===== src/rtl/sbcm_pkg.sv =====
// Shared types and constants for the sprite blitter with clipping and mirroring.
// Holds the configuration register codes and the result item layout.
// No dependencies.
package sbcm_pkg;

    localparam int SIZE_W     = 10;
    localparam int FRAME_W    = 11;
    localparam int HDR_W      = 4;
    localparam int VALUE_W    = 16;
    localparam int ADDR_W     = 20;
    localparam int COLOR_W    = 8;
    localparam int CFG_IDX_W  = 3;
    localparam int CFG_DATA_W = 11;
    localparam int PROD_W     = 2 * FRAME_W;

    localparam logic [SIZE_W-1:0]  SPRITE_SIZE_RESET = 10'd1;
    localparam logic [FRAME_W-1:0] FRAME_SIZE_RESET  = 11'd1024;

    typedef enum logic [CFG_IDX_W-1:0] {
        CFG_ORIGIN_X      = 3'd0,
        CFG_ORIGIN_Y      = 3'd1,
        CFG_SPRITE_WIDTH  = 3'd2,
        CFG_SPRITE_HEIGHT = 3'd3,
        CFG_FRAME_WIDTH   = 3'd4,
        CFG_FRAME_HEIGHT  = 3'd5,
        CFG_MIRROR_H      = 3'd6,
        CFG_HEADER_WORDS  = 3'd7
    } cfg_reg_t;

    typedef struct packed {
        logic               write_enable;
        logic [ADDR_W-1:0]  write_address;
        logic [COLOR_W-1:0] pixel_color;
        logic               image_done;
    } result_t;

endpackage


===== src/rtl/sprite_blit_clip_mirror.sv =====
// Top level of the sprite blitter: header skip, position counters, mirror,
// clipping, color key and framebuffer address generation.
// Depends on sbcm_pkg.
//
// Channel   Direction  Handshake              Payload
// input     in         in_valid / in_ready    source_value, restart
// result    out        out_valid / out_ready  write_enable, write_address,
//                                             pixel_color, image_done
// config    in         cfg_valid / cfg_ready  cfg_index, cfg_data
//
// One item is accepted per clock while in_ready is high; it waits in the item register, and its
// result is loaded into the result register, and offered, once that register has room.
// The item register feeds one pass of logic (clamp, mirror, clip and one
// 11 by 11 bit multiply for the address) into the result register.
// A stalled result holds the item register, and in_ready drops only when both hold items.
// Reset clears the counters and loads the register reset values; cfg_ready is always high.
module sprite_blit_clip_mirror #(
    parameter int MAX_DIM = 1024
) (
    input  logic                              clk,
    input  logic                              rst_n,
    input  logic                              in_valid,
    output logic                              in_ready,
    input  logic [sbcm_pkg::VALUE_W-1:0]      source_value,
    input  logic                              restart,
    output logic                              out_valid,
    input  logic                              out_ready,
    output logic                              write_enable,
    output logic [sbcm_pkg::ADDR_W-1:0]       write_address,
    output logic [sbcm_pkg::COLOR_W-1:0]      pixel_color,
    output logic                              image_done,
    input  logic                              cfg_valid,
    output logic                              cfg_ready,
    input  logic [sbcm_pkg::CFG_IDX_W-1:0]    cfg_index,
    input  logic [sbcm_pkg::CFG_DATA_W-1:0]   cfg_data
);

    localparam int CNT_W = $clog2(MAX_DIM);
    localparam int DIM_W = CNT_W + 1;
    localparam int EXT_W = (DIM_W > sbcm_pkg::SIZE_W) ? DIM_W : sbcm_pkg::SIZE_W;
    localparam int SUM_W = ((CNT_W > sbcm_pkg::SIZE_W) ? CNT_W : sbcm_pkg::SIZE_W) + 1;
    localparam int CMP_W = (SUM_W > sbcm_pkg::FRAME_W) ? SUM_W : sbcm_pkg::FRAME_W;

    logic [sbcm_pkg::SIZE_W-1:0]  origin_x_reg;
    logic [sbcm_pkg::SIZE_W-1:0]  origin_y_reg;
    logic [sbcm_pkg::SIZE_W-1:0]  sprite_width_reg;
    logic [sbcm_pkg::SIZE_W-1:0]  sprite_height_reg;
    logic [sbcm_pkg::FRAME_W-1:0] frame_width_reg;
    logic [sbcm_pkg::FRAME_W-1:0] frame_height_reg;
    logic                         mirror_reg;
    logic [sbcm_pkg::HDR_W-1:0]   header_words_reg;

    logic [sbcm_pkg::HDR_W-1:0]   header_left_reg;
    logic [sbcm_pkg::HDR_W-1:0]   header_left_next;
    logic [CNT_W-1:0]             column_reg;
    logic [CNT_W-1:0]             column_next;
    logic [CNT_W-1:0]             row_reg;
    logic [CNT_W-1:0]             row_next;

    logic                         item_valid_reg;
    logic                         item_valid_next;
    logic [sbcm_pkg::VALUE_W-1:0] item_value_reg;
    logic                         item_restart_reg;

    logic                         out_valid_reg;
    logic                         out_valid_next;
    sbcm_pkg::result_t            result_reg;
    sbcm_pkg::result_t            result_next;

    logic                         in_fire;
    logic                         item_fire;
    logic                         out_space;

    logic [sbcm_pkg::HDR_W-1:0]   hdr_eff;
    logic [CNT_W-1:0]             col_eff;
    logic [CNT_W-1:0]             row_eff;
    logic [EXT_W-1:0]             sw_ext;
    logic [EXT_W-1:0]             sh_ext;
    logic [DIM_W-1:0]             w_eff;
    logic [DIM_W-1:0]             h_eff;
    logic [CNT_W-1:0]             w_last;
    logic [CNT_W-1:0]             h_last;
    logic [CNT_W-1:0]             col;
    logic [CNT_W-1:0]             row;
    logic [CNT_W-1:0]             col_dst;
    logic                         col_end;
    logic                         row_end;
    logic [CMP_W-1:0]             dx;
    logic [CMP_W-1:0]             dy;
    logic [sbcm_pkg::COLOR_W-1:0] color;
    logic                         visible;
    logic [sbcm_pkg::PROD_W-1:0]  addr_full;

    assign cfg_ready = 1'b1;

    always_ff @(posedge clk or negedge rst_n)
    begin
        if (!rst_n)
        begin
            origin_x_reg      <= '0;
            origin_y_reg      <= '0;
            sprite_width_reg  <= sbcm_pkg::SPRITE_SIZE_RESET;
            sprite_height_reg <= sbcm_pkg::SPRITE_SIZE_RESET;
            frame_width_reg   <= sbcm_pkg::FRAME_SIZE_RESET;
            frame_height_reg  <= sbcm_pkg::FRAME_SIZE_RESET;
            mirror_reg        <= 1'b0;
            header_words_reg  <= '0;
        end
        else if (cfg_valid && cfg_ready)
        begin
            unique case (sbcm_pkg::cfg_reg_t'(cfg_index))
                sbcm_pkg::CFG_ORIGIN_X:
                    origin_x_reg <= cfg_data[sbcm_pkg::SIZE_W-1:0];
                sbcm_pkg::CFG_ORIGIN_Y:
                    origin_y_reg <= cfg_data[sbcm_pkg::SIZE_W-1:0];
                sbcm_pkg::CFG_SPRITE_WIDTH:
                    sprite_width_reg <= cfg_data[sbcm_pkg::SIZE_W-1:0];
                sbcm_pkg::CFG_SPRITE_HEIGHT:
                    sprite_height_reg <= cfg_data[sbcm_pkg::SIZE_W-1:0];
                sbcm_pkg::CFG_FRAME_WIDTH:
                    frame_width_reg <= cfg_data;
                sbcm_pkg::CFG_FRAME_HEIGHT:
                    frame_height_reg <= cfg_data;
                sbcm_pkg::CFG_MIRROR_H:
                    mirror_reg <= cfg_data[0];
                sbcm_pkg::CFG_HEADER_WORDS:
                    header_words_reg <= cfg_data[sbcm_pkg::HDR_W-1:0];
            endcase
        end
    end

    // Handshake: the item register advances whenever the result register has room.
    assign out_space = !out_valid_reg || out_ready;
    assign item_fire = item_valid_reg && out_space;
    assign in_ready  = !item_valid_reg || out_space;
    assign in_fire   = in_valid && in_ready;

    // Sprite size: zero acts as one and sizes above the counter range saturate.
    always_comb
    begin
        sw_ext = EXT_W'(sprite_width_reg);
        sh_ext = EXT_W'(sprite_height_reg);
        if (sw_ext == '0)
            w_eff = DIM_W'(1);
        else if (sw_ext > EXT_W'(MAX_DIM))
            w_eff = DIM_W'(MAX_DIM);
        else
            w_eff = DIM_W'(sw_ext);
        if (sh_ext == '0)
            h_eff = DIM_W'(1);
        else if (sh_ext > EXT_W'(MAX_DIM))
            h_eff = DIM_W'(MAX_DIM);
        else
            h_eff = DIM_W'(sh_ext);
        w_last = CNT_W'(w_eff - DIM_W'(1));
        h_last = CNT_W'(h_eff - DIM_W'(1));
    end

    always_comb
    begin
        hdr_eff = item_restart_reg ? header_words_reg : header_left_reg;
        col_eff = item_restart_reg ? '0 : column_reg;
        row_eff = item_restart_reg ? '0 : row_reg;

        col = (DIM_W'(col_eff) < w_eff) ? col_eff : w_last;
        row = (DIM_W'(row_eff) < h_eff) ? row_eff : h_last;
        col_end = (col == w_last);
        row_end = (row == h_last);

        col_dst = mirror_reg ? (w_last - col) : col;
        dx      = CMP_W'(origin_x_reg) + CMP_W'(col_dst);
        dy      = CMP_W'(origin_y_reg) + CMP_W'(row);
        color   = item_value_reg[sbcm_pkg::COLOR_W-1:0];
        visible = (dx < CMP_W'(frame_width_reg)) && (dy < CMP_W'(frame_height_reg))
                  && (color != '0);

        // Only the low eleven bits matter once the pixel lies inside the frame.
        addr_full = dy[sbcm_pkg::FRAME_W-1:0] * frame_width_reg
                    + sbcm_pkg::PROD_W'(dx[sbcm_pkg::FRAME_W-1:0]);

        header_left_next = header_left_reg;
        column_next      = column_reg;
        row_next         = row_reg;
        result_next      = result_reg;

        if (item_fire)
        begin
            result_next = '0;
            if (hdr_eff != '0)
            begin
                header_left_next = hdr_eff - sbcm_pkg::HDR_W'(1);
                column_next      = col_eff;
                row_next         = row_eff;
            end
            else
            begin
                header_left_next = hdr_eff;
                if (visible)
                begin
                    result_next.write_enable  = 1'b1;
                    result_next.write_address = addr_full[sbcm_pkg::ADDR_W-1:0];
                    result_next.pixel_color   = color;
                end
                result_next.image_done = col_end && row_end;
                if (col_end)
                begin
                    column_next = '0;
                    row_next    = row_end ? '0 : row + CNT_W'(1);
                end
                else
                begin
                    column_next = col + CNT_W'(1);
                    row_next    = row;
                end
            end
        end

        if (in_fire)
            item_valid_next = 1'b1;
        else if (item_fire)
            item_valid_next = 1'b0;
        else
            item_valid_next = item_valid_reg;

        if (item_fire)
            out_valid_next = 1'b1;
        else if (out_ready)
            out_valid_next = 1'b0;
        else
            out_valid_next = out_valid_reg;
    end

    always_ff @(posedge clk or negedge rst_n)
    begin
        if (!rst_n)
        begin
            header_left_reg <= '0;
            column_reg      <= '0;
            row_reg         <= '0;
            item_valid_reg  <= 1'b0;
            out_valid_reg   <= 1'b0;
        end
        else
        begin
            header_left_reg <= header_left_next;
            column_reg      <= column_next;
            row_reg         <= row_next;
            item_valid_reg  <= item_valid_next;
            out_valid_reg   <= out_valid_next;
        end
    end

    always_ff @(posedge clk)
    begin
        if (in_fire)
        begin
            item_value_reg   <= source_value;
            item_restart_reg <= restart;
        end
        result_reg <= result_next;
    end

    assign out_valid     = out_valid_reg;
    assign write_enable  = result_reg.write_enable;
    assign write_address = result_reg.write_address;
    assign pixel_color   = result_reg.pixel_color;
    assign image_done    = result_reg.image_done;

    // A result with no write carries a zero address and color.
    assert property (@(posedge clk) disable iff (!rst_n)
        out_valid_reg && !result_reg.write_enable |->
            result_reg.write_address == '0 && result_reg.pixel_color == '0)
        else $error("non-write result carries address or color");

    // A skipped header word produces an all-zero result.
    assert property (@(posedge clk) disable iff (!rst_n)
        item_fire && hdr_eff != '0 |=>
            out_valid_reg && !result_reg.write_enable && !result_reg.image_done)
        else $error("header word produced a write or end of image");

    // The end of the sprite wraps both counters.
    assert property (@(posedge clk) disable iff (!rst_n)
        item_fire && hdr_eff == '0 && col_end && row_end |=>
            column_reg == '0 && row_reg == '0 && result_reg.image_done)
        else $error("counters did not wrap at end of sprite");

    // Both stages full with the result stalled must block new items.
    assert property (@(posedge clk) disable iff (!rst_n)
        item_valid_reg && out_valid_reg && !out_ready |-> !in_ready)
        else $error("input accepted while pipeline is full and stalled");

endmodule


===== config.mk =====
export PLATFORM = sky130hd
export DESIGN_NAME = sprite_blit_clip_mirror
export DESIGN_NICKNAME = d
export VERILOG_FILES = /design/src/rtl/sbcm_pkg.sv /design/src/rtl/sprite_blit_clip_mirror.sv
export SDC_FILE = /design/constraint.sdc
export NUM_CORES = 1
export LEC_CHECK = 0
export BUFFER_PORTS_ARGS = -buffer_cell sky130_fd_sc_hd__buf_2
export CORE_MARGIN = 2
export CORE_UTILIZATION = 25
export DETAILED_ROUTE_END_ITERATION = 8
export PLACE_DENSITY = 0.44
export SLEW_MARGIN = 25
export SYNTH_ARGS = -nofsm -noshare
export SYNTH_HDL_FRONTEND = slang
export SYNTH_SLANG_ARGS = --single-unit

===== constraint.sdc =====
create_clock -name clk -period 9.5 [get_ports clk]
set_input_delay 0.95 -clock clk [delete_from_list [all_inputs] [get_ports clk]]
set_output_delay 0.95 -clock clk [all_outputs]
set_load 0.005 [all_outputs]

======== Word-level counts from Yosys, hierarchy flattened ========
Cells that the tools add are included.
word-level totals
  output and inout bits ................... 33
  memories kept ........................... 0
  latch bits .............................. 0
  ROM bits ................................ 0
  flip-flop bits (word level) ............. 132
  bits in writable memories ............... 0
  word-level logic and storage cells ...... 91
operators by class
  eq/ne operators ......................... 9
  div/mod/pow operators ................... 0
  reduce and logical (&&, ||, !) cells .... 25
  add/subtract/negate cells ............... 9
  magnitude comparators ................... 6
  shift operators ......................... 0
  bitwise logic cells ..................... 1
  multiply operators ...................... 1
  multiplexer cells ....................... 21
operators by type and width
  operator                 number
  $mux W10                 10
  $mux W11                 4
  $mux W29                 1
  $add A10 B10 Y11         2
  $gt A10 B11 Y1 const B   2
  $lt A10 B11 Y1           2
  $lt A11 B11 Y1           2
  $add A10 B1 Y10 const B  2
  $add A20 B11 Y20         1
  $eq A10 B10 Y1           2
  $logic_not A10 Y1        2
  $mul A11 B11 Y20         1
  $sub A10 B1 Y10 const B  2
  $reduce_and A2 Y1        8
  $eq A3 B3 Y1 const B     4
  $sub A10 B10 Y10         1
  $mux W4                  2
  $reduce_bool A8 Y1       1
  $eq A3 B2 Y1 const B     2
  $logic_and A1 B1 Y1      5
  $mux W1                  4
  $reduce_bool A2 Y1       2
  $reduce_bool A4 Y1       1
  $sub A4 B1 Y4 const B    1
  6 further kinds          8

======== Logic depth before layout (Yosys ltp) ========
Gate-level depths: netlist of run 1.
  depth after elaboration ................. 13
  gate-level depth with buffers ........... 46
  mapped depth without buffers ............ 42

======== Worst setup path before layout of run 1 ========
OpenSTA, ideal clock, no wires.
  path type ............................... flip-flop to flip-flop
  from .................................... register item_restart_reg
  to ...................................... register result_reg (netlist bit write_address[16]), data pin
  path slack .............................. 92 ps
  setup time .............................. 259 ps
  stages on the path, launching flop included .. 43
  clock period less this slack ............ 9,408 ps
  data required time ...................... 9,241 ps
  data arrival time ....................... 9,149 ps
  cells stage by stage .................... edfxtp_1 > buf_2 > buf_1 > buf_1 > nor2_1 > ha_1 > and4_1 > nand4_1 > o31ai_2 > buf_6 > buf_2 > nor2_1 > a21oi_1 > inv_1 > ha_1 > a21o_1 > a21oi_1 > o21bai_1 > [7 not listed] > a31oi_1 > xor2_1 > fa_1 > fa_1 > inv_1 > fa_1 > inv_1 > fa_1 > inv_1 > ha_1 > o21ai_0 > nand2b_1 > o311a_1 > o21a_1 > o21ai_0 > a211o_1 > nor4bb_1 > o31a_1
on the way
  word-level cells in the longest chain between the ends .. 11
RTL lines
  what                                                                       RTL line                        source
  start: declaration                                                         sprite_blit_clip_mirror.sv:63   logic item_restart_reg;
  start signal: assignment                                                   sprite_blit_clip_mirror.sv:258  item_restart_reg <= restart;
  parallel branches: the longest is 11 deep, another holds $mul A11 B11 Y20  -
  end signal: assignment                                                     sprite_blit_clip_mirror.sv:260  result_reg <= result_next;
  end: declaration                                                           sprite_blit_clip_mirror.sv:67   sbcm_pkg::result_t result_reg;
Parallel ways; which one is timed is not known.
A chain may end at the register's enable or synchronous reset.

======== Worst setup path after layout of run 1 ========
  from .................................... register item_restart_reg
  to ...................................... register result_reg (netlist bit write_address[19]), data pin
Same word-level chain as after synthesis.

==> summary.md, run 1 <==
| Metric | Value |
|---|---|
| Outcome | `complete, no violations` |
| Top_reg_cell synth | `dfrtp_1` |
| CTS buffer count | `17` |
| Crit path buffers/inverters | `8` |
| Die height | `231 um` |
| Initial Util | `25.2%` |
| Num rows | `83` |
| Initial drt markers | `371` |
| Hold crit path type | `flip-flop to flip-flop` |
| Largest register FFs | `20` |
| Total GRT Usage | `13.0%` |
| Worst path arrival time | `9130 ps` |
| Vias in the first global route | `9739` |
| Fill cell count | `5430` |
| Share of layout cells above drive strength 1 | `16.3%` |
| CTS tree | `built` |
| Routed Antenna Nets | `0` |
| Final min period | `8920 ps` |
| Via count | `9475` |
| Max-cap viol count | `0` |
| Vias per std cell | `4.46` |
| Post-synthesis sequential area ratio | `27.2%` |
| Worst path max stage delay | `540 ps` |
| Skew-Pair Late Insertion Delay | `460 ps` |
| Syn nets | `1616` |
| Root buffer cell | `clkbuf_16` |
| First-pass GRT wire length | `54100 um` |
| I/O Buffers | `59` |
| Core Box Area | `51100 um2` |
| Final period util | `93.9%` |
| Nets | `1685` |
| Cell family with most CP delay | `adder cells` |
| I/O pin cnt | `69` |
| Synth Instances | `1363` |
| Worst setup margin | `578 ps` |
| Reg-to-reg setup timing slack | `580 ps` |
| Gr ovfl total | `0` |
| Final HPWL DP | `25900 um` |
| Antenna violations before repair | `4` |
| Die Area | `53300 um2` |
| Required time worst endpoint | `9700 ps` |
| Largest net degree at the start of global routing | `53` |
| Fin Setup TNS | `0 ps` |
| Worst setup SP type | `flip-flop` |
| CTS sink count | `132` |
| Slew margin rel. | `48.0%` |
| Final Hold Viols | `0` |
| Routability cong. | `0.840` |
| Slowest CP cell | `fa_1` |
| Crit-path max FO | `17` |
| Post-Syn Area | `12900 um2` |
| Die W | `231 um` |
| Synth async-reset ratio | `70.5%` |
| Layout overhead on the synthesized area | `15.6%` |
| Synth cell types | `87` |
| Fin. max-slew vios | `0` |
| Kind of critical path | `flip-flop to flip-flop` |
| Synth warnings | `0` |
| Drt drc | `0` |
| Routed len/inst | `15.5 um` |
| Mean Syn Cell Area | `9.43 um2` |
| Post-synth EDFFs | `39` |
| Pin slew with the least headroom to its limit | `775 ps` |
| Ant. Diodes | `0` |
| Final setup fails | `0` |
| Worst setup EP type | `flip-flop` |
| Clk_skew | `15.6 ps` |
| Place WS | `94.7 ps` |
| Reg clk slew, reported paths | `60 ps` |
| Final wirelength | `33000 um` |
| RSZ-0062 raised after global routing | `no` |
| H-tree depth | `4` |
| Top cell by count, worst path | `fa_1` |
| Fmax | `112 MHz` |
| Clock buffer depth | `2` |
| Area of the multi-input gates | `8540 um2` |
| Storage cell area | `3500 um2` |
| DRT Pass-1 Iters | `4` |
| Synth Register Bits | `132` |
## Yosys cell counts, drive strengths merged (6+ instances only)
cell / instances / area (um2)
inv: 196 / 736
nand2: 153 / 582
ha: 124 / 1550
fa: 93 / 1860
dfrtp: 89 / 2230
o21ai: 71 / 359
and2: 61 / 384
xnor2: 54 / 480
mux2: 53 / 597
nor2: 47 / 179
a21oi: 40 / 204
edfxtp: 39 / 1170
clkbuf: 38 / 143
a21o: 25 / 188
nor2b: 23 / 144
mux2i: 20 / 200
nand3: 20 / 100
xor2: 19 / 166
nor3: 18 / 106
nand2b: 17 / 106
a31oi: 13 / 81.3
buf: 13 / 78.8
a22o: 12 / 105
nor4: 11 / 105
o21a: 10 / 75.1
and3: 7 / 43.8
o21bai: 7 / 52.6
or3: 7 / 43.8
nand4: 6 / 37.5
nor3b: 6 / 45.0
## layout by cell type (no fill, tap or decap), drive strengths merged, types with 10 or more instances in the layout
| master | count |
|---|---|
| buf | 101 |
| xnor2 | 54 |
| and2 | 61 |
| edfxtp | 39 |
| xor2 | 19 |
| ha | 124 |
| a22o | 12 |
| fa | 93 |
| nor2b | 23 |
| clkbuf | 20 |
| nor2 | 47 |
| inv | 200 |
| o21a | 10 |
| mux2 | 53 |
| o21ai | 71 |
| nor4 | 11 |
| nand2 | 153 |
| dfrtp | 89 |
| a21o | 25 |
| nand3 | 20 |
| mux2i | 20 |
| nand2b | 17 |
| nor3 | 18 |
| a31oi | 13 |
| a21oi | 40 |
## metrics by stage
stage / cells / hold slack, ps / instance area [um2] / util (%)
after detailed placement: 2088 / 472 / 14100 / 27.6
after global placement: 2088 / 464 / 14100 / 27.6
after CTS: 2120 / 487 / 14700 / 28.8
after global routing: 2125 / 520 / 14900 / 29.1
final: 2125 / 484 / 14900 / 29.1
after floorplan: 1363 / 449 / 12900 / -
## worst register-to-register path: cells and delay by family (launching register included)
| kind | cells | cell delay [ps] |
|---|---|---|
| AO/OA/AOI/OAI | 11 | 2190 |
| buffers and inverters | 8 | 1050 |
| multiplexers | 1 | 330 |
| flip-flops | 1 | 470 |
| AND/OR/NAND/NOR | 6 | 950 |
| XOR/XNOR | 2 | 330 |
| adder cells (fa/ha/maj) | 8 | 3350 |
## cell families after synthesis
logic type               count (synthesis)  synth area share, %
multiplexers                            73                 6.20
AND/OR/NAND/NOR                        394                 15.9
buffers and inverters                  247                 7.44
adder cells (fa/ha/maj)                217                 26.5
other                                    1               0.0292
AO/OA/AOI/OAI                          226                 11.6
XOR/XNOR                                73                 5.03
flip-flops                             132                 27.2
## layout make-up
type	instances	share of cell area (%)
Clock buffer	20	3.15
Clock inverter	12	0.968
Inverter	196	4.95
Multi-Input combinational cell	984	57.4
Sequential cell	132	23.6
Tap cell	680	5.72
Timing Repair Buffer	101	4.21
## metal layers
layer  global-route usage (%)  wire length (um)  part of all wire [%]
met2                     20.6             15000                    45
met1                     18.3             16600                    50
met3                     2.30              1050                   3.2
met5                        0                 0                     0
met4                     2.84               365                   1.1
## final timing paths
path,startpoint,end,cells after the start
setup / recovery,item_restart_reg,write_address[19],36
hold / removal,header_left_reg[1],header_left_reg[1],2
setup reg to reg,item_restart_reg,write_address[19],36
hold reg to reg,header_left_reg[1],header_left_reg[1],2
max in group asynchronous,rst_n,frame_width_reg[8],2
min in group asynchronous,rst_n,sprite_height_reg[9],1
## repair_timing
action / 4_1_cts / 5_1_grt
gates resized for setup: 0 / 23
hold buffers: 0 / 0
setup buffers: 0 / 5
setup endpoints to repair: 0 / 7
Power of run 1 is not shown: default switching activity piles up to over one toggle a cycle in this logic, so the estimate is an artifact.
==> run 2: changes to the inputs <==
Settings changed: ABC_AREA set to 1.
==> summary.md, run 2 <==
| Metric | Value |
|---|---|
| Outcome | `complete, no violations` |
| Final Cell Area | `14300 um2 (-3.8%)` |
| Worst path max stage delay | `520 ps (-20 ps)` |
| Worst path arrival time | `9040 ps (-90 ps)` |
| Fin Setup TNS | `0 ps (unchanged)` |
| Logic pwr share | `71.4%` |
| Nets | `1923 (+14%)` |
| Final wirelength | `33900 um (+2.7%)` |
| Switch share | `51.5%` |
| Synth Instances | `1619 (+19%)` |
| CTS buffer count | `17 (unchanged)` |
| Sequential share of power | `15.3%` |
| Synth async-reset ratio | `70.5% (unchanged)` |
| Drt drc | `0 (unchanged)` |
| Placed Area | `13700 um2 (-2.8%)` |
| Clk_skew | `11.8 ps (-3.75 ps)` |
| Share of layout cells above drive strength 1 | `9.09% (-7.2 points)` |
| Synth cell types | `55 (-37%)` |
| Pwr Density | `354 nW/um2` |
| Synth Register Bits | `132 (unchanged)` |
| I/O Buffers | `59 (unchanged)` |
| H-tree depth | `4 (unchanged)` |
| Vias in the first global route | `10200 (+4.7%)` |
| RSZ-0062 raised after global routing | `yes` |
| Via count | `10100 (+7.1%)` |
| Clock buffer depth | `2 (unchanged)` |
| Reg clk slew, reported paths | `70 ps (about the same)` |
| Core Box Area | `50100 um2 (-2.0%)` |
| Synth area leader | `dfrtp_1` |
| Worst setup margin | `646 ps (+67.8 ps)` |
| Routed len/inst | `14.4 um (-7.3%)` |
| Final period util | `93.2% (-0.71 points)` |
| Final min period | `8850 ps (-67.8 ps)` |
| I/O pin cnt | `69 (unchanged)` |
| Largest net degree at the start of global routing | `73 (+38%)` |
| Design Power | `5.07 mW` |
| Top cell by count, worst path | `nand2_1` |
| Count leader, synth | `nand2_1` |
| Post-synthesis sequential area ratio | `27.6% (+0.39 points)` |
| Required time worst endpoint | `9680 ps (-20 ps)` |
| Kind of critical path | `flip-flop to flip-flop` |
| Root buffer cell | `clkbuf_16` |
| Place WS | `617 ps (+522 ps)` |
| DRT Pass-1 Iters | `5 (+1)` |
| Routability cong. | `0.863 (+2.8%)` |
| Post-synth EDFFs | `39 (unchanged)` |
| Most frequent cells after synthesis | `nand2_1 (362), inv_1 (322), nor2_1 (130)` |
| Initial drt markers | `617 (+66%)` |
| Slowest CP cell | `fa_1` |
| Gr ovfl total | `0 (unchanged)` |
| Non-Filler Instances | `2355 (+11%)` |
| Layout overhead on the synthesized area | `12.9%` |
| Die W | `229 um (-0.70%)` |
| Largest register FFs | `20 (unchanged)` |
| CTS sink count | `132 (unchanged)` |
| Routed Antenna Nets | `0 (unchanged)` |
| Num rows | `82 (-1.2%)` |
| Placed Cells | `2323 (+11%)` |
| Max-cap viol count | `0 (unchanged)` |
| Internal Power | `2.46 mW` |
| First-pass GRT wire length | `55000 um (+1.6%)` |
| Slew margin rel. | `49.5% (+1.5 points)` |
| Peak supply drop | `0.207 mV` |
| Antenna violations before repair | `2 (-2)` |
| Final HPWL DP | `26800 um (+3.4%)` |
| Post-Syn Area | `12700 um2 (-1.4%)` |
| Skew-Pair Late Insertion Delay | `440 ps (-20 ps)` |
| Die height | `229 um (-0.70%)` |
| Crit-path max FO | `19 (+2)` |
| Top_reg_cell synth | `dfrtp_1` |
| Fin. max-slew vios | `0 (unchanged)` |
| Hold crit path type | `primary input to asynchronous set/reset pin` |
| Die Area | `52500 um2 (-1.4%)` |
| Clock Power Share | `13.3%` |
| Cts hold-fix bufs | `0 (unchanged)` |
| Total GRT Usage | `13.3% (+0.33 points)` |
| Commonest non-fill, non-tap cell in the layout | `nand2_1` |
| Synth warnings | `0 (unchanged)` |
| P_sw | `2.61 mW` |
| Most frequent cells in the layout | `nand2_1 (362), inv_1 (321), nor2_1 (130)` |
| Area contributors post-synth | `dfrtp_1 (18%), fa_1 (15%), ha_1 (12%), nand2_1 (11%), inv_1 (9.5%)` |
| Final Hold Viols | `0 (unchanged)` |
| Worst setup SP type | `flip-flop` |
| Initial Util | `25.3% (+0.15 points)` |
| Final setup fails | `0 (unchanged)` |
| Worst setup EP type | `flip-flop` |
| Pin slew with the least headroom to its limit | `754 ps (-21.0 ps)` |
| Ant. Diodes | `0 (unchanged)` |
| Fmax | `113 MHz (+0.77%)` |
| Vias per std cell | `4.31 (-3.4%)` |
| Lkg Pwr | `7.17 nW` |
| Syn nets | `1872 (+16%)` |
| Synth top area share | `17.6% (+0.25 points)` |
| CTS tree | `built` |
| Mean Syn Cell Area | `7.83 um2 (-17%)` |
[run 2: cell count changes in the layout (fill, tap and decap cells not counted), sizes merged, moves of 32 or more]
cell	delta
nand2	+221
inv	+131
nor2	+92
o21ai	+68
and2	-60
mux2	-53
nand3	+38
xnor2	-38
buf	-32
[run 2: metal layers]
metal  vias up  routed length (um)  track usage [%]
met5         -                   0                0
met4         0                 433             2.84
met3        30                1010             2.27
met2       148               15500             21.7
met1      4780               17000             18.4
li1       5189                   -                -
[run 2: area by class of cell]
class | instances | area [um2]
clock buffer | 20 | 457
clock inverter | 12 | 118
fill | 5546 | 35800
inverter | 330 | 1240
multi-input combinational | 1120 | 7780
sequential | 132 | 3500
tap | 672 | 841
timing repair buffer | 69 | 377
[run 2: critical path: cells and delay by family, from the launching register on]
kind	cells	cell delay (ps)
XOR/XNOR	2	410
buffers and inverters	6	600
AND/OR/NAND/NOR	11	1090
adder cells (fa/ha/maj)	9	3580
flip-flops	1	410
AO/OA/AOI/OAI	16	2500
[run 2: worst paths after layout]
check	from	endpoint	slack [ps]	cells after the start
min in group clk	header_left_reg[2]	header_left_reg[2]	490	2
max	item_restart_reg	write_address[18]	650	44
max in group asynchronous	rst_n	origin_x_reg[1]	8140	2
min	rst_n	item_valid_reg	390	1
max reg2reg	item_restart_reg	write_address[18]	650	44
min reg2reg	header_left_reg[2]	header_left_reg[2]	490	2
[run 2: kinds of logic after synthesis]
group | after synthesis | share of synthesized area (%)
and+or+nand+nor | 617 | 20.4
buffers and inverters | 367 | 11.1
AOI/OAI and AO/OA | 242 | 10.9
adders and majority gates | 217 | 26.9
DFF | 132 | 27.6
xor gates and xnor gates | 43 | 2.97
other | 1 | 0.0296
[run 2: timing repair]
item | in CTS | in global routing
gates resized for setup | 0 | 5
setup endpoints to repair | 0 | 4
setup buffers | 0 | 0
[run 2: per-stage QoR]
stage,utilization (%),hold slack [ps]
finish,28.6,394
floorplan,-,446
detailed placement,27.4,474
global route,28.6,395
CTS,28.5,382
global placement,27.4,465
[run 2: power by group through the flow]
stage | sequential, mW | combinational, mW | clock (mW)
6_report | 0.777 | 3.62 | 0.674
5_1_grt | 0.791 | 4.27 | 0.721
4_1_cts | 0.778 | 3.67 | 0.700
3_5_place_dp | 0.788 | 3.64 | 0
3_3_place_gp | 0.786 | 3.62 | 0
2_1_floorplan | 0.747 | 2.87 | 0
Note: power is estimated with default switching activity, not from simulation.
